### config.mk
export PLATFORM = sky130hd
export DESIGN_NAME = contiguous_pool_allocator_unit
export DESIGN_NICKNAME = d
export VERILOG_FILES = /design/src/rtl/cpa_pkg.sv /design/src/rtl/contiguous_pool_allocator_unit.sv /design/src/rtl/cpa_ram.sv /design/src/rtl/cpa_ctrl.sv /design/src/rtl/cpa_dpath.sv
export SDC_FILE = /design/constraint.sdc
export NUM_CORES = 1
export LEC_CHECK = 0
export ABC_AREA = 1
export BUFFER_PORTS_ARGS = -buffer_cell sky130_fd_sc_hd__buf_2
export CORE_MARGIN = 8
export CORE_UTILIZATION = 50
export DETAILED_ROUTE_END_ITERATION = 6
export PLACE_DENSITY = 0.66
export RECOVER_POWER = 25
export SLEW_MARGIN = 20
export SYNTH_ARGS = -nofsm -noshare
export SYNTH_HDL_FRONTEND = slang
export SYNTH_SLANG_ARGS = --single-unit
### constraint.sdc
create_clock -name clock -period 18.5 [get_ports clock]
set_input_delay 2.775 -clock clock [delete_from_list [all_inputs] [get_ports clock]]
set_output_delay 2.775 -clock clock [all_outputs]
set_load 0.02 [all_outputs]
### src/rtl/cpa_pkg.sv
// ----------------------------------------------------------------------------
// Contiguous pool allocator package
// Command and status codes, datapath operations and controller interface types.
// ----------------------------------------------------------------------------
package cpa_pkg;

   localparam logic [1:0] CMD_REQUEST = 2'd0;
   localparam logic [1:0] CMD_RELEASE = 2'd1;
   localparam logic [1:0] CMD_CLEAR   = 2'd2;

   localparam logic [1:0] ST_OK      = 2'd0;
   localparam logic [1:0] ST_ZERO    = 2'd1;
   localparam logic [1:0] ST_NOROOM  = 2'd2;
   localparam logic [1:0] ST_BADREL  = 2'd3;

   // Elements held in one row of the hole map memory.
   localparam int ROW_BITS = 4;

   typedef enum logic [3:0] {
      OP_NONE,
      OP_LOAD,
      OP_DISPATCH,
      OP_CLR_ROW,
      OP_SCAN_RD,
      OP_DECIDE,
      OP_GRANT_RD,
      OP_GRANT_WR,
      OP_REL_RD,
      OP_REL_UPD,
      OP_OUTPUT
   } op_type;

   typedef struct packed {
      op_type op;
   } cmd_type;

   typedef struct packed {
      logic is_req;
      logic is_rel;
      logic is_clr;
      logic zero_len;
      logic has_holes;
      logic rel_out;
      logic fits;
      logic scan_last;
      logic clr_last;
      logic grant_last;
   } sts_type;

endpackage

### src/rtl/contiguous_pool_allocator_unit.sv
// ----------------------------------------------------------------------------
// Contiguous pool allocator
// Hands out runs of equal-size pool elements and takes single elements back.
// ----------------------------------------------------------------------------
// The pool keeps a high-water mark and a map of freed holes below it, stored
// four elements to a row in a small RAM. A request (cmd 0) for N elements takes
// the start of the first longest run of holes if that run holds N, otherwise
// room above the mark, otherwise it reports no room. A request that finds holes
// scans one map row per cycle up to the mark, and when holes are granted it
// clears the run's bits in the map, one map row at a time. A release (cmd 1)
// reads the map row of its index and updates it or the mark, unless the index
// is at or above the mark, and a clear (cmd 2) writes every map row back to
// empty. After reset the map is swept once with req_ready low. One result is
// returned per transfer on the input side; a new command may be taken while a
// finished result still waits on the rsp_ side, and it then holds in its last
// cycle until that result is taken. csr_pool_size may be written only while
// the block is idle; values above POOL_DEPTH act as POOL_DEPTH.
module contiguous_pool_allocator_unit #(
   parameter int POOL_DEPTH = 256
) (
   input  logic       clock,
   input  logic       reset,
   input  logic       req_valid,
   output logic       req_ready,
   input  logic [1:0] req_cmd,
   input  logic [8:0] req_run_length,
   input  logic [7:0] req_element_index,
   output logic       rsp_valid,
   input  logic       rsp_ready,
   output logic [1:0] rsp_status,
   output logic [7:0] rsp_start_index,
   output logic [8:0] rsp_used_count,
   output logic [8:0] rsp_hole_count,
   input  logic       csr_we,
   input  logic [8:0] csr_wdata
);

   cpa_pkg::cmd_type cmd;
   cpa_pkg::sts_type sts;
   logic [8:0]       pool_size_ff;

   // The pool size register; it resets to a full 256-element pool.
   always_ff @(posedge clock) begin
      if (reset) begin
         pool_size_ff <= 9'd256;
      end else if (csr_we) begin
         pool_size_ff <= csr_wdata;
      end
   end

   cpa_ctrl u_ctrl (
      .clock    (clock),
      .reset    (reset),
      .req_valid(req_valid),
      .req_ready(req_ready),
      .rsp_valid(rsp_valid),
      .rsp_ready(rsp_ready),
      .sts      (sts),
      .cmd      (cmd)
   );

   cpa_dpath #(.POOL_DEPTH(POOL_DEPTH)) u_dpath (
      .clock            (clock),
      .reset            (reset),
      .cmd              (cmd),
      .sts              (sts),
      .req_cmd          (req_cmd),
      .req_run_length   (req_run_length),
      .req_element_index(req_element_index),
      .csr_pool_size    (pool_size_ff),
      .rsp_status       (rsp_status),
      .rsp_start_index  (rsp_start_index),
      .rsp_used_count   (rsp_used_count),
      .rsp_hole_count   (rsp_hole_count)
   );

endmodule

### src/rtl/cpa_ram.sv
// ----------------------------------------------------------------------------
// Generic RAM
// One write port and one read port with registered read data.
// ----------------------------------------------------------------------------
module cpa_ram #(
   parameter int WIDTH = 4,
   parameter int DEPTH = 64
) (
   input  logic                                     clock,
   input  logic                                     wr_en,
   input  logic [(DEPTH > 1 ? $clog2(DEPTH) : 1)-1:0] wr_addr,
   input  logic [WIDTH-1:0]                         wr_data,
   input  logic [(DEPTH > 1 ? $clog2(DEPTH) : 1)-1:0] rd_addr,
   output logic [WIDTH-1:0]                         rd_data
);

   logic [WIDTH-1:0] mem [DEPTH];

   always_ff @(posedge clock) begin
      if (wr_en) begin
         mem[wr_addr] <= wr_data;
      end
      rd_data <= mem[rd_addr];
   end

endmodule

### src/rtl/cpa_ctrl.sv
// ----------------------------------------------------------------------------
// Pool allocator controller
// Sequences each command through the datapath and owns the handshakes.
// ----------------------------------------------------------------------------
module cpa_ctrl (
   input  logic             clock,
   input  logic             reset,
   input  logic             req_valid,
   output logic             req_ready,
   output logic             rsp_valid,
   input  logic             rsp_ready,
   input  cpa_pkg::sts_type sts,
   output cpa_pkg::cmd_type cmd
);

   typedef enum logic [3:0] {
      S_INIT, S_IDLE, S_DISPATCH, S_CLEAR, S_SCAN, S_SCAN_END, S_DECIDE,
      S_GRANT_RD, S_GRANT_WR, S_REL_RD, S_REL_UPD, S_FINISH
   } state_type;

   state_type state_ff, state_in;
   logic      rsp_valid_ff, rsp_valid_in;

   always_comb begin
      state_in     = state_ff;
      rsp_valid_in = rsp_valid_ff & ~rsp_ready;
      cmd.op       = cpa_pkg::OP_NONE;
      case (state_ff)
         S_INIT: begin
            cmd.op = cpa_pkg::OP_CLR_ROW;
            if (sts.clr_last) state_in = S_IDLE;
         end
         S_IDLE: begin
            if (req_valid) begin
               cmd.op   = cpa_pkg::OP_LOAD;
               state_in = S_DISPATCH;
            end
         end
         S_DISPATCH: begin
            cmd.op = cpa_pkg::OP_DISPATCH;
            if (sts.is_clr) state_in = S_CLEAR;
            else if (sts.is_req && !sts.zero_len)
               state_in = sts.has_holes ? S_SCAN : S_DECIDE;
            else if (sts.is_rel && !sts.rel_out) state_in = S_REL_RD;
            else state_in = S_FINISH;
         end
         S_CLEAR: begin
            cmd.op = cpa_pkg::OP_CLR_ROW;
            if (sts.clr_last) state_in = S_FINISH;
         end
         S_SCAN: begin
            cmd.op = cpa_pkg::OP_SCAN_RD;
            if (sts.scan_last) state_in = S_SCAN_END;
         end
         S_SCAN_END: state_in = S_DECIDE;
         S_DECIDE: begin
            cmd.op   = cpa_pkg::OP_DECIDE;
            state_in = sts.fits ? S_GRANT_RD : S_FINISH;
         end
         S_GRANT_RD: begin
            cmd.op   = cpa_pkg::OP_GRANT_RD;
            state_in = S_GRANT_WR;
         end
         S_GRANT_WR: begin
            cmd.op   = cpa_pkg::OP_GRANT_WR;
            state_in = sts.grant_last ? S_FINISH : S_GRANT_RD;
         end
         S_REL_RD: begin
            cmd.op   = cpa_pkg::OP_REL_RD;
            state_in = S_REL_UPD;
         end
         S_REL_UPD: begin
            cmd.op   = cpa_pkg::OP_REL_UPD;
            state_in = S_FINISH;
         end
         S_FINISH: begin
            if (!rsp_valid_ff || rsp_ready) begin
               cmd.op       = cpa_pkg::OP_OUTPUT;
               rsp_valid_in = 1'b1;
               state_in     = S_IDLE;
            end
         end
         default: state_in = S_INIT;
      endcase
   end

   always_ff @(posedge clock) begin
      if (reset) begin
         state_ff     <= S_INIT;
         rsp_valid_ff <= 1'b0;
      end else begin
         state_ff     <= state_in;
         rsp_valid_ff <= rsp_valid_in;
      end
   end

   assign req_ready = (state_ff == S_IDLE);
   assign rsp_valid = rsp_valid_ff;

endmodule

### src/rtl/cpa_dpath.sv
// ----------------------------------------------------------------------------
// Pool allocator datapath
// Hole map memory, run scanner, pool counters and the result registers.
// ----------------------------------------------------------------------------
module cpa_dpath #(
   parameter int POOL_DEPTH = 256
) (
   input  logic             clock,
   input  logic             reset,
   input  cpa_pkg::cmd_type cmd,
   output cpa_pkg::sts_type sts,
   input  logic [1:0]       req_cmd,
   input  logic [8:0]       req_run_length,
   input  logic [7:0]       req_element_index,
   input  logic [8:0]       csr_pool_size,
   output logic [1:0]       rsp_status,
   output logic [7:0]       rsp_start_index,
   output logic [8:0]       rsp_used_count,
   output logic [8:0]       rsp_hole_count
);

   localparam int RB   = cpa_pkg::ROW_BITS;
   localparam int ROWS = (POOL_DEPTH + RB - 1) / RB;
   localparam int RW   = (ROWS > 1) ? $clog2(ROWS) : 1;
   localparam int EW   = RW + 2;
   localparam int CW   = $clog2(POOL_DEPTH + 1);
   localparam int XW   = (CW > 9) ? CW : 9;
   localparam int WW   = ((EW > XW) ? EW : XW) + 1;

   logic [1:0]    cmd_ff;
   logic [8:0]    n_ff;
   logic [7:0]    idx_ff;
   logic [RW-1:0] ptr_ff, ptr_in;
   logic          pend_ff;
   logic [RW-1:0] pend_row_ff;
   logic [CW-1:0] rl_ff, rl_in, bl_ff, bl_in;
   logic [EW-1:0] rs_ff, rs_in, bs_ff, bs_in;
   logic [CW-1:0] hw_ff, hw_in, alloc_ff, alloc_in, hole_ff, hole_in;
   logic [1:0]    res_status_ff, res_status_in;
   logic [EW-1:0] res_start_ff, res_start_in;
   logic [WW-1:0] hi_ff, hi_in;

   logic          wr_en;
   logic [RW-1:0] wr_addr, rd_addr;
   logic [RB-1:0] wr_data, rd_data;

   logic [WW-1:0] hw_w, n_w, idx_w, size_w, bl_w, end_row_w, next_lo_w;
   logic          fits, top_room, rel_bit;

   cpa_ram #(.WIDTH(RB), .DEPTH(ROWS)) u_hole_map (
      .clock  (clock),
      .wr_en  (wr_en),
      .wr_addr(wr_addr),
      .wr_data(wr_data),
      .rd_addr(rd_addr),
      .rd_data(rd_data)
   );

   assign hw_w      = WW'(hw_ff);
   assign n_w       = WW'(n_ff);
   assign idx_w     = WW'(idx_ff);
   assign bl_w      = WW'(bl_ff);
   assign size_w    = (WW'(csr_pool_size) > WW'(POOL_DEPTH)) ? WW'(POOL_DEPTH)
                                                            : WW'(csr_pool_size);
   assign end_row_w = (hw_w - WW'(1)) >> 2;
   assign next_lo_w = (WW'(ptr_ff) + WW'(1)) << 2;
   assign fits      = (hole_ff != '0) && (bl_w >= n_w);
   assign top_room  = (size_w > hw_w) && ((size_w - hw_w) >= n_w);
   assign rel_bit   = rd_data[idx_ff[1:0]];

   assign sts.is_req     = (cmd_ff == cpa_pkg::CMD_REQUEST);
   assign sts.is_rel     = (cmd_ff == cpa_pkg::CMD_RELEASE);
   assign sts.is_clr     = (cmd_ff == cpa_pkg::CMD_CLEAR);
   assign sts.zero_len   = (n_ff == '0);
   assign sts.has_holes  = (hole_ff != '0);
   assign sts.rel_out    = (idx_w >= hw_w);
   assign sts.fits       = fits;
   assign sts.scan_last  = (WW'(ptr_ff) == end_row_w);
   assign sts.clr_last   = (ptr_ff == RW'(ROWS - 1));
   assign sts.grant_last = (next_lo_w >= hi_ff);

   // Run tracker over the row read in the previous cycle.
   always_comb begin
      logic [EW-1:0] e;
      e     = '0;
      rl_in = rl_ff;
      rs_in = rs_ff;
      bl_in = bl_ff;
      bs_in = bs_ff;
      if (pend_ff) begin
         for (int j = 0; j < RB; j++) begin
            e = {pend_row_ff, 2'(j)};
            if (rd_data[j]) begin
               if (rl_in == '0) rs_in = e;
               rl_in = rl_in + CW'(1);
               if (rl_in > bl_in) begin
                  bl_in = rl_in;
                  bs_in = rs_in;
               end
            end else begin
               rl_in = '0;
            end
         end
      end
      if (cmd.op == cpa_pkg::OP_LOAD) begin
         rl_in = '0;
         rs_in = '0;
         bl_in = '0;
         bs_in = '0;
      end
   end

   always_comb begin
      logic [WW-1:0] e;
      e             = '0;
      ptr_in        = ptr_ff;
      hw_in         = hw_ff;
      alloc_in      = alloc_ff;
      hole_in       = hole_ff;
      res_status_in = res_status_ff;
      res_start_in  = res_start_ff;
      hi_in         = hi_ff;
      wr_en         = 1'b0;
      wr_addr       = ptr_ff;
      wr_data       = '0;
      rd_addr       = ptr_ff;
      case (cmd.op)
         cpa_pkg::OP_LOAD: begin
            ptr_in        = '0;
            res_status_in = cpa_pkg::ST_OK;
            res_start_in  = '0;
         end
         cpa_pkg::OP_DISPATCH: begin
            if (sts.is_req && sts.zero_len) res_status_in = cpa_pkg::ST_ZERO;
            if (sts.is_rel && sts.rel_out) res_status_in = cpa_pkg::ST_BADREL;
         end
         cpa_pkg::OP_CLR_ROW: begin
            wr_en    = 1'b1;
            ptr_in   = ptr_ff + RW'(1);
            hw_in    = '0;
            alloc_in = '0;
            hole_in  = '0;
         end
         cpa_pkg::OP_SCAN_RD: ptr_in = ptr_ff + RW'(1);
         cpa_pkg::OP_DECIDE: begin
            if (fits) begin
               res_start_in = bs_ff;
               ptr_in       = bs_ff[EW-1:2];
               hi_in        = WW'(bs_ff) + n_w;
               hole_in      = hole_ff - CW'(n_w);
               alloc_in     = alloc_ff + CW'(n_w);
            end else if (top_room) begin
               res_start_in = EW'(hw_ff);
               hw_in        = CW'(hw_w + n_w);
               alloc_in     = alloc_ff + CW'(n_w);
            end else begin
               res_status_in = cpa_pkg::ST_NOROOM;
            end
         end
         cpa_pkg::OP_GRANT_WR: begin
            wr_en  = 1'b1;
            ptr_in = ptr_ff + RW'(1);
            for (int j = 0; j < RB; j++) begin
               e = WW'({ptr_ff, 2'(j)});
               wr_data[j] = rd_data[j] &
                            ~((e >= WW'(res_start_ff)) && (e < hi_ff));
            end
         end
         cpa_pkg::OP_REL_RD: rd_addr = idx_w[RW+1:2];
         cpa_pkg::OP_REL_UPD: begin
            wr_addr = idx_w[RW+1:2];
            if (rel_bit) begin
               res_status_in = cpa_pkg::ST_BADREL;
            end else begin
               alloc_in = alloc_ff - CW'(1);
               if (idx_w + WW'(1) == hw_w) begin
                  hw_in = hw_ff - CW'(1);
               end else begin
                  wr_en   = 1'b1;
                  wr_data = rd_data | (RB'(1) << idx_ff[1:0]);
                  hole_in = hole_ff + CW'(1);
               end
            end
         end
         default: ;
      endcase
   end

   always_ff @(posedge clock) begin
      if (reset) begin
         ptr_ff   <= '0;
         pend_ff  <= 1'b0;
         hw_ff    <= '0;
         alloc_ff <= '0;
         hole_ff  <= '0;
      end else begin
         ptr_ff   <= ptr_in;
         pend_ff  <= (cmd.op == cpa_pkg::OP_SCAN_RD);
         hw_ff    <= hw_in;
         alloc_ff <= alloc_in;
         hole_ff  <= hole_in;
      end
   end

   always_ff @(posedge clock) begin
      if (cmd.op == cpa_pkg::OP_LOAD) begin
         cmd_ff <= req_cmd;
         n_ff   <= req_run_length;
         idx_ff <= req_element_index;
      end
      if (cmd.op == cpa_pkg::OP_OUTPUT) begin
         rsp_status      <= res_status_ff;
         rsp_start_index <= 8'(res_start_ff);
         rsp_used_count  <= 9'(alloc_ff);
         rsp_hole_count  <= 9'(hole_ff);
      end
      pend_row_ff   <= ptr_ff;
      rl_ff         <= rl_in;
      rs_ff         <= rs_in;
      bl_ff         <= bl_in;
      bs_ff         <= bs_in;
      res_status_ff <= res_status_in;
      res_start_ff  <= res_start_in;
      hi_ff         <= hi_in;
   end

endmodule

==> results of run 1 <==
==> per-layer routing <==
| layer | share of wire (%) | track usage [%] | routed length, µm | up-vias |
|---|---|---|---|---|
| met3 | 7.7 | 3.73 | 5020 | 150 |
| li1 | - | - | - | 9122 |
| met1 | 44 | 32.3 | 28400 | 8961 |
| met5 | 0 | 0 | 0 | - |
| met4 | 3.5 | 9.03 | 2300 | 0 |
| met2 | 45 | 38.4 | 29600 | 758 |
==> placed cells by master, fill, tap and decap left out, types with 6 or more instances in the layout <==
cell / netlist / layout
inv_1: 278 / 277
buf_2: 16 / 54
nand3_2: 9 / 9
edfxtp_1: 323 / 323
nand2_2: 15 / 15
xnor2_1: 16 / 16
a21oi_2: 6 / 7
nand2_1: 439 / 439
nand3_1: 160 / 160
buf_4: 2 / 12
clkbuf_8: 0 / 7
clkinv_1: 4 / 8
xor2_1: 34 / 34
o22ai_1: 37 / 36
a21oi_1: 144 / 143
ha_1: 135 / 135
nor4_1: 6 / 6
clkbuf_16: 0 / 45
o21ai_0: 251 / 248
dfxtp_1: 92 / 92
o21ai_1: 14 / 13
nor2_1: 343 / 344
o21bai_1: 9 / 9
o221ai_1: 31 / 31
nand4_1: 31 / 31
clkinv_2: 0 / 7
clkbuf_1: 68 / 23
o211ai_1: 46 / 46
nor2_2: 10 / 9
inv_2: 16 / 18
nor3_1: 19 / 19
or2_2: 9 / 9
nor2_4: 6 / 6
==> synthesized netlist by cell type (10+ instances only) <==
cell type / count / area share [%]
nand4_1: 31 / 0.84
o22ai_1: 37 / 1.0
nor2_1: 343 / 5.6
buf_2: 16 / 0.35
nor2_2: 10 / 0.27
ha_1: 135 / 7.3
o21ai_1: 14 / 0.30
inv_1: 278 / 4.5
xnor2_1: 16 / 0.61
dfxtp_1: 92 / 8.0
o221ai_1: 31 / 1.2
nand2_2: 15 / 0.41
a21oi_1: 144 / 3.1
inv_2: 16 / 0.26
edfxtp_1: 323 / 42
o211ai_1: 46 / 1.5
nand3_1: 160 / 3.5
o21ai_0: 251 / 5.4
nand2_1: 439 / 7.1
clkbuf_1: 68 / 1.1
xor2_1: 34 / 1.3
nor3_1: 19 / 0.41
==> state kept, by name (all words and copies together), names as in the netlist, 2 cells and up <==
| name | flops |
|---|---|
| u_dpath.pend_row_ff | 6 |
| u_dpath.rsp_used_count | 9 |
| u_dpath.bs_ff | 8 |
| u_dpath.res_start_ff | 8 |
| u_dpath.bl_ff | 9 |
| u_dpath.hole_ff | 9 |
| u_dpath.rsp_start_index | 8 |
| u_dpath.res_status_ff | 2 |
| u_dpath.ptr_ff | 6 |
| u_dpath.rl_ff | 9 |
| u_dpath.hi_ff | 10 |
| u_dpath.hw_ff | 9 |
| u_dpath.alloc_ff | 9 |
| u_dpath.rsp_hole_count | 9 |
| u_ctrl.state_ff | 4 |
| u_dpath.cmd_ff | 2 |
| u_dpath.rs_ff | 8 |
| u_dpath.idx_ff | 8 |
| u_dpath.rsp_status | 2 |
| u_dpath.n_ff | 9 |
| u_dpath.u_hole_map.rd_data | 4 |
| u_dpath.u_hole_map.mem | 256 |
| pool_size_ff | 9 |
==> logic make-up (layout without fill, tap and decap cells) <==
logic type	Yosys count	count (layout)	synth area share, %
buffers and inverters	392	460	6.59
AO/OA/AOI/OAI	570	570	14.1
AND/OR/NAND/NOR	1059	1059	19.7
XOR/XNOR	50	50	1.89
adder cells (fa/ha/maj)	140	140	7.74
flip-flops	415	415	49.9
==> power groups by stage <==
stage                     clock [mW]  sequential [mW]  combinational, mW
after floorplan                    0             1.03              0.228
after global placement             0             1.04              0.315
after detailed placement           0             1.04              0.317
after CTS                      0.919             1.02              0.319
after global routing           0.952             1.02              0.358
final                          0.905             1.02              0.322
==> through the flow <==
step	hold WS [ns]	instance area, µm²	util [%]	power [mW]
after floorplan	0.370	23100	-	1.26
after global placement	0.408	24000	52.7	1.35
after detailed placement	0.405	24000	52.7	1.35
after CTS	0.418	25500	56.0	2.26
after global routing	0.423	25400	56.0	2.33
final	0.418	25400	56.0	2.25
==> final cells by class <==
class / instances / area share [%]
tap: 600 / 2.95
timing repair buffer: 78 / 1.62
clock buffer: 64 / 4.98
multi-input combinational: 1819 / 39.8
inverter: 298 / 4.40
sequential: 415 / 45.4
clock inverter: 20 / 0.905
==> worst paths after layout <==
check	start	end	slack, ns	cells after the start
hold / removal	u_dpath.res_status_ff[1]	u_dpath.rsp_status[1]	0.42	0
setup / recovery	u_dpath.rl_ff[0]	u_dpath.bl_ff[6]	8.02	43
setup reg to reg	u_dpath.rl_ff[0]	u_dpath.bl_ff[6]	8.02	43
hold reg to reg	u_dpath.res_status_ff[1]	u_dpath.rsp_status[1]	0.42	0
==> flow_summary.json, run 1 <==
{
  "status": "finished with violations",
  "failed_checks": "capacitance limit, slew limit",
  "gp_congestion": 0.967,
  "relSlewSlack_pct": -110,
  "p_leak_nw": 10.9,
  "final_antenna_net_count": 0,
  "routed_wl_um": 65300,
  "io_pins": 63,
  "synth_cell_type_count": 53,
  "cts.sinks": 415,
  "track_usage_pct": 23.9,
  "drive_gt1_share_pct": 8.13,
  "synthArstFlopShare_pct": 0,
  "hold_class": "register to register",
  "crit_top_cell": "o21ai_0",
  "timing.fmax_ghz": 0.0954,
  "core_um2": 45500,
  "root_buffer": "clkbuf_16",
  "fin_skew_ns": 0.0235,
  "worst_setup_path_start_kind": "register",
  "fin_crit_sh_pct": 56.6,
  "drc": 0,
  "fp.dieH_um": 231,
  "fp.dieArea_um2": 53400,
  "critPathSlowestCell": "nand3_1",
  "synthCells": 2626,
  "dieWidth_um": 231,
  "start_util_pct": 50.8,
  "synth_edf_count": 323,
  "pwr-share-seq_pct": 45.3,
  "critPathTopFamily": "simple AND/OR/NAND/NOR gates",
  "fill_cells": 4129,
  "ys.flop_type": "edfxtp_1",
  "tns_ns": 0,
  "vdd_drop_max_mv": 0.0969,
  "drt-initial-drc-count": 1693,
  "cts.clk_slew.worst_paths_ns": 0.06,
  "area_growth_syn_to_layout_pct": 10.1,
  "route.detailed.wl_per_inst_um": 19.8,
  "setup_violations": 0,
  "antenna_found_initial": 0,
  "cts-resized-gates": 0,
  "grt_pass1_wl_um": 101000,
  "crit_type": "register to register",
  "cellInternalPower_mw": 1.62,
  "cts_tree": "yes",
  "syn-cell-area_um2": 23100,
  "cts_made_buffers": 45,
  "rows": 78,
  "hold_viol_final": 0,
  "num-nets-final": 2830,
  "max_cap_violations": 3,
  "combinationalPowerShare_pct": 14.4,
  "routed_via_density": 5.77,
  "grt_max_degree": 130,
  "powerDensity_nw_per_um2": 88.2,
  "clockPowerShare_pct": 40.3,
  "worstSetupEndpointType": "register",
  "setup_slack_ns": 8.02,
  "p_switching_mw": 0.621,
  "synth_seq_cells": 415,
  "drt_first_pass_iters": 6,
  "hpwlAfterDp_um": 46000,
  "cts_buffer_depth": 3,
  "post-cts-setup-buffers": 0,
  "slew_violations": 159,
  "multiInputGateArea_um2": 10100,
  "cp.arrival_ns": 10.99,
  "cts_max_level": 2,
  "path_buf_inv": 6,
  "rsz0062_at_grt": "no",
  "antenna_cells": 0,
  "register_area_um2": 11500,
  "synth-seq-area-share_pct": 49.9,
  "slowest_delay_ns": 0.71,
  "yosys_warnings": 0,
  "cp_max_fo": 30,
  "max_slew.worst_pin.slew_ns": 3.16,
  "dp_cells": 3210,
  "port_buffers": 62,
  "place_ws_ns": 8.18,
  "num_vias": 19000,
  "worstPathRequired_ns": 19.01,
  "grt_overflow": 0,
  "synthesis.nets": 2799,
  "fin_crit_ns": 10.48,
  "p_sw_share_pct": 27.7,
  "stdcell_count": 3294,
  "grt_pass1_vias": 18000,
  "cts_hold_buffers": 0,
  "insertion_delay_ns": 0.59,
  "syn_area_per_cell_um2": 8.80
}
Note: power is estimated with default switching activity, not from simulation.
==> run 2, diff against run 1 <==
PLACE_DENSITY = 0.69   (was 0.66)
clock period = 8.67 ns   (was 18.5 ns; I/O delays follow)
==> flow_summary.json, run 2 (synthesized netlist as in run 1, its figures left out) <==
{
  "crit_type": "register to register",
  "cp_max_fo": 18,
  "drt_first_pass_iters": 6,
  "antenna_found_initial": 0,
  "fin_crit_ns": 7.93,
  "slowest_delay_ns": 0.43,
  "rows": 78,
  "track_usage_pct": 23.4,
  "regMostFlops": "u_dpath.u_hole_map.mem",
  "drt-initial-drc-count": 1891,
  "fp.dieH_um": 231,
  "max_slew.worst_pin.slew_ns": 3.00,
  "design_area_um2": 25400,
  "timing.fmax_ghz": 0.126,
  "worst_setup_path_start_kind": "register",
  "worstRegToRegCells": 48,
  "fin_crit_sh_pct": 91.5,
  "cts.clk_slew.worst_paths_ns": 0.06,
  "hold_viol_final": 0,
  "cp.arrival_ns": 8.41,
  "final_common_cell": "nand2_1",
  "antenna_cells": 0,
  "grt_overflow": 0,
  "drc": 0,
  "grt_pass1_vias": 18300,
  "p_leak_nw": 10.8,
  "slew_violations": 117,
  "num_vias": 19000,
  "hold_path_depth": 0,
  "hold_class": "register to register",
  "cts_tree": "yes",
  "final_util_pct": 55.9,
  "relSlewSlack_pct": -100,
  "dieWidth_um": 231,
  "final_antenna_net_count": 0,
  "fp.dieArea_um2": 53400,
  "vdd_drop_max_mv": 0.179,
  "area_growth_syn_to_layout_pct": 9.93,
  "worstSetupEndpointType": "register",
  "cts_buffer_depth": 3,
  "fin_skew_ns": 0.0209,
  "io_pins": 63,
  "max_cap_violations": 2,
  "powerDensity_nw_per_um2": 184,
  "cts_hold_buffers": 0,
  "cts_made_buffers": 42,
  "placed_area_um2": 24000,
  "cts_max_level": 2,
  "setup_violations": 0,
  "status": "finished with violations",
  "grt_pass1_wl_um": 100000,
  "largest_reg_flops": 256,
  "most-common-layout-cells": "nand2_1, nor2_1, edfxtp_1",
  "drive_gt1_share_pct": 7.49,
  "port_buffers": 62,
  "num-nets-final": 2836,
  "cts.sinks": 415,
  "power.total_mw": 4.67,
  "worstPathRequired_ns": 9.14,
  "routed_wl_um": 64400,
  "grt_max_degree": 97,
  "gp_congestion": 0.980,
  "failed_checks": "capacitance limit, slew limit",
  "reg_top3": "u_dpath.u_hole_map.mem: 256 flops, u_dpath.hi_ff: 10 flops",
  "root_buffer": "clkbuf_16",
  "insertion_delay_ns": 0.58,
  "core_um2": 45500,
  "routed_via_density": 5.77,
  "route.detailed.wl_per_inst_um": 19.5,
  "start_util_pct": 50.8,
  "hpwlAfterDp_um": 45700,
  "critPathSlowestCell": "dfxtp_1"
}
==> run 2: cell count changes in the layout (fill, tap and decap cells not counted), moves of 4 or more <==
cell,change
clkbuf_8,-4
clkbuf_1,+25
buf_2,-27
o21ai_1,+5
clkinvlp_4,+4
buf_4,+10
o21ai_0,-5
==> run 2: repair_timing <==
action / CTS / global route
setup endpoints to repair: 0 / 17
buffers inserted: 0 / 7
resized for setup: 0 / 10
==> run 2: cell type report <==
cell class / instances / area, µm²
repair buffers: 87 / 459
fillers: 4029 / 20100
flip-flops and latches: 415 / 11500
inverters: 298 / 1130
clock buffers: 57 / 1160
well taps: 600 / 751
multi-input cells: 1819 / 10100
clock inverters: 20 / 228
==> run 2: worst max-delay path: cells and delay by family (launching register included) <==
kind / cells / cell delay, ns
compound gates: 19 / 2.87
buf+inv: 8 / 1.29
fa+ha+maj: 5 / 1.47
simple gates: 16 / 1.78
flops: 1 / 0.43
==> run 2: metal layers <==
| metal | up-vias | global-route usage [%] | wire (µm) |
|---|---|---|---|
| met5 | - | 0 | 0 |
| met4 | 0 | 9.54 | 2590 |
| met3 | 165 | 3.01 | 4840 |
| met2 | 787 | 38.8 | 30000 |
| met1 | 8919 | 30.9 | 27000 |
| li1 | 9136 | - | - |
==> run 2: path summary, 6_finish.rpt <==
| kind | startpoint | end | slack, ns |
|---|---|---|---|
| min reg2reg | u_dpath.res_status_ff[1] | u_dpath.rsp_status[1] | 0.42 |
| min | u_dpath.res_status_ff[1] | u_dpath.rsp_status[1] | 0.42 |
| max reg2reg | u_dpath.rl_ff[1] | u_dpath.bs_ff[5] | 0.74 |
| max | u_dpath.rl_ff[1] | u_dpath.bs_ff[5] | 0.74 |
==> run 2: report_power, final <==
part           switching [mW]  internal (mW)  leakage (nW)
Combinational           0.468          0.212          6.05
Clock                   0.771           1.04         0.669
Sequential             0.0431           2.14          4.05
==> run 2: through the flow <==
| step | instances | TNS, ns | hold WS [ns] | setup slack (ns) |
|---|---|---|---|---|
| finish | 3296 | 0 | 0.423 | 0.736 |
| global route | 3296 | -0.0607 | 0.426 | -0.0321 |
| CTS | 3289 | 0 | 0.425 | 0.365 |
| detailed placement | 3212 | 0 | 0.410 | 0.405 |
| global placement | 3212 | 0 | 0.404 | 0.574 |
| floorplan | 2626 | 0 | 0.370 | 1.11 |
==> run 3, diff against run 2 <==
ABC_AREA = 0   (was 1)
SLEW_MARGIN = unset   (was 20)
==> flow_summary.json, run 3 <==
{
  "status": "finished with violations",
  "failed_checks": "capacitance limit, slew limit",
  "synth_edf_count": 323,
  "p_sw_share_pct": 38.6,
  "crit_start": "u_dpath.rl_ff[0]",
  "worstPathRequired_ns": 9.11,
  "synth_most_common_cell": "edfxtp_1",
  "start_util_pct": 50.6,
  "r2r_setup_slack_ns": 0.44,
  "num-nets-final": 2274,
  "holdWs_ns": 0.450,
  "vdd_drop_max_mv": 0.186,
  "synth_seq_cells": 415,
  "setup_slack_ns": 0.437,
  "cts.sinks": 415,
  "insertion_delay_ns": 0.56,
  "critPathCapture": "u_dpath.bs_ff[7]",
  "timing.fmax_ghz": 0.121,
  "fp.dieH_um": 230,
  "worstReg2RegEnd": "u_dpath.bs_ff[7]",
  "r2r_start": "u_dpath.rl_ff[0]",
  "drive_gt1_share_pct": 12.7,
  "root_buffer": "clkbuf_16",
  "largest_reg_flops": 256,
  "port_buffers": 62,
  "synth_common_cells": "edfxtp_1, nand2_1, nor2_1",
  "clockPowerShare_pct": 24.5,
  "cts_tree": "yes",
  "ys.flop_type": "edfxtp_1",
  "pwr-share-seq_pct": 33.5,
  "cts_hold_buffers": 0,
  "routed_via_density": 6.07,
  "track_usage_pct": 21.4,
  "grt_overflow": 0,
  "crit_top_cell": "ha_1",
  "worstSetupEndpointType": "register",
  "fin_crit_sh_pct": 95.0,
  "cellInternalPower_mw": 4.66,
  "setup_violations": 0,
  "synth_top_area_share_pct": 42.3,
  "hold_class": "register to register",
  "area_growth_syn_to_layout_pct": 11.2,
  "syn_area_per_cell_um2": 11.2,
  "drt_first_pass_iters": 5,
  "drt-initial-drc-count": 1539,
  "fin_skew_ns": 0.0145,
  "cts.clk_slew.worst_paths_ns": 0.06,
  "worstRegToRegCells": 36,
  "dieWidth_um": 230,
  "slowest_delay_ns": 0.44,
  "hold_viol_final": 0,
  "power.total_mw": 7.59,
  "route.detailed.wl_per_inst_um": 21.5,
  "grt_max_degree": 65,
  "final_common_cell": "edfxtp_1",
  "cts_buffer_depth": 3,
  "fin_crit_ns": 8.23,
  "io_pins": 63,
  "p_leak_nw": 8.88,
  "synthCells": 2049,
  "powerDensity_nw_per_um2": 298,
  "rows": 78,
  "reg_top3": "u_dpath.u_hole_map.mem: 256 flops, u_dpath.hi_ff: 10 flops",
  "num_vias": 16600,
  "drc": 0,
  "crit_type": "register to register",
  "synth_top_area_cell": "edfxtp_1",
  "cp_max_fo": 13,
  "max_slew.worst_pin.slew_ns": 2.46,
  "cts_max_level": 2,
  "synth_cell_type_count": 87,
  "grt_pass1_vias": 16300,
  "grt_pass1_wl_um": 91200,
  "p_switching_mw": 2.93,
  "synth_area_leaders": "edfxtp_1, dfxtp_1, ha_1",
  "yosys_warnings": 0,
  "synthArstFlopShare_pct": 0,
  "routed_wl_um": 58700,
  "fp.dieArea_um2": 53000,
  "max_cap_violations": 3,
  "cp.arrival_ns": 8.68,
  "hpwlAfterDp_um": 40800,
  "final_antenna_net_count": 0,
  "relSlewSlack_pct": -64.0,
  "antenna_found_initial": 1,
  "worst_setup_path_start_kind": "register",
  "regMostFlops": "u_dpath.u_hole_map.mem",
  "syn-cell-area_um2": 22900,
  "gp_congestion": 0.943,
  "most-common-layout-cells": "edfxtp_1, nand2_1, nor2_1",
  "slew_violations": 52,
  "place_ws_ns": -0.252,
  "rsz0062_at_grt": "yes",
  "synth-seq-area-share_pct": 50.3,
  "synthesis.nets": 2222,
  "combinationalPowerShare_pct": 42.0,
  "critPathSlowestCell": "dfxtp_2",
  "cts_made_buffers": 42,
  "core_um2": 45300
}
## run 3: cell count changes in the layout (fill, tap and decap cells not counted), moves of 46 or more
cell	delta
nor2_1	-172
mux4_2	+65
inv_1	-181
nand2_1	-231
mux2i_1	+46
nand3_1	-102
o21ai_0	-170
## run 3: what timing repair did
item / in CTS / in global routing
cloned: 0 / 1
endpoints found under the setup margin: 6 / 17
setup buffers: 0 / 1
pin swaps: 0 / 0
endpoints found under the hold margin: 0 / 0
gates resized for setup: 1 / 23
## run 3: how the worst min path moves through the flow
stage | end | startpoint | cells after the start
after floorplan | u_dpath.pend_row_ff[2] | u_dpath.ptr_ff[2] | 0
after global placement | u_dpath.rsp_status[0] | u_dpath.res_status_ff[0] | 0
after detailed placement | u_dpath.rsp_status[0] | u_dpath.res_status_ff[0] | 0
after CTS | u_dpath.rsp_status[0] | u_dpath.res_status_ff[0] | 0
after global routing | u_dpath.rsp_status[1] | u_dpath.res_status_ff[1] | 0
final | u_dpath.rsp_status[0] | u_dpath.res_status_ff[0] | 0
## run 3: cell type report
type                    instances  area (µm²)
diodes                          1        2.50
clock buffers                  56        1210
clock inverters                21         230
fillers                      3827       19800
inverters                      98         368
multi-input cells            1439       10800
flip-flops and latches        415       11500
well taps                     600         751
repair buffers                105         578
## run 3: power by group through the flow
stage / clock (mW) / sequential (mW) / combinational, mW
after CTS: 1.89 / 2.53 / 3.04
after global placement: 0 / 2.56 / 2.98
after global routing: 1.95 / 2.55 / 3.51
after detailed placement: 0 / 2.57 / 3.01
after floorplan: 0 / 2.43 / 2.28
final: 1.86 / 2.54 / 3.19
## run 3: metal layers
metal,vias up,wire [µm],global-route usage (%)
met5,-,0,0
met4,0,1750,6.77
met3,124,4290,3.47
met2,635,28100,35.6
met1,8087,24600,28.4
li1,7749,-,-
## run 3: critical path, delay by kind of cell (launching register included)
kind / cells / cell delay [ns]
buffers and inverters: 4 / 0.67
DFF: 1 / 0.44
adders and majority gates: 5 / 1.46
AOI/OAI and AO/OA: 20 / 3.93
muxes: 2 / 0.64
and+or+nand+nor: 5 / 0.95
## run 3: metrics by stage
| stage | instances | setup TNS (ns) | instance area [µm²] | util [%] |
|---|---|---|---|---|
| finish | 2735 | 0 | 25500 | 56.3 |
| CTS | 2732 | 0 | 25400 | 56.2 |
| global route | 2734 | -0.292 | 25500 | 56.3 |
| detailed placement | 2655 | -1.45 | 24000 | 53.0 |
| floorplan | 2049 | 0 | 22900 | - |
| global placement | 2655 | 0 | 24000 | 53.0 |
## run 3: kinds of logic after synthesis
group | count (synthesis) | synth area share, %
flip-flops | 415 | 50.3
XOR/XNOR | 72 | 2.86
AO/OA/AOI/OAI | 453 | 13.1
multiplexers | 129 | 9.29
buffers and inverters | 196 | 3.33
AND/OR/NAND/NOR | 644 | 13.3
adder cells (fa/ha/maj) | 140 | 7.80
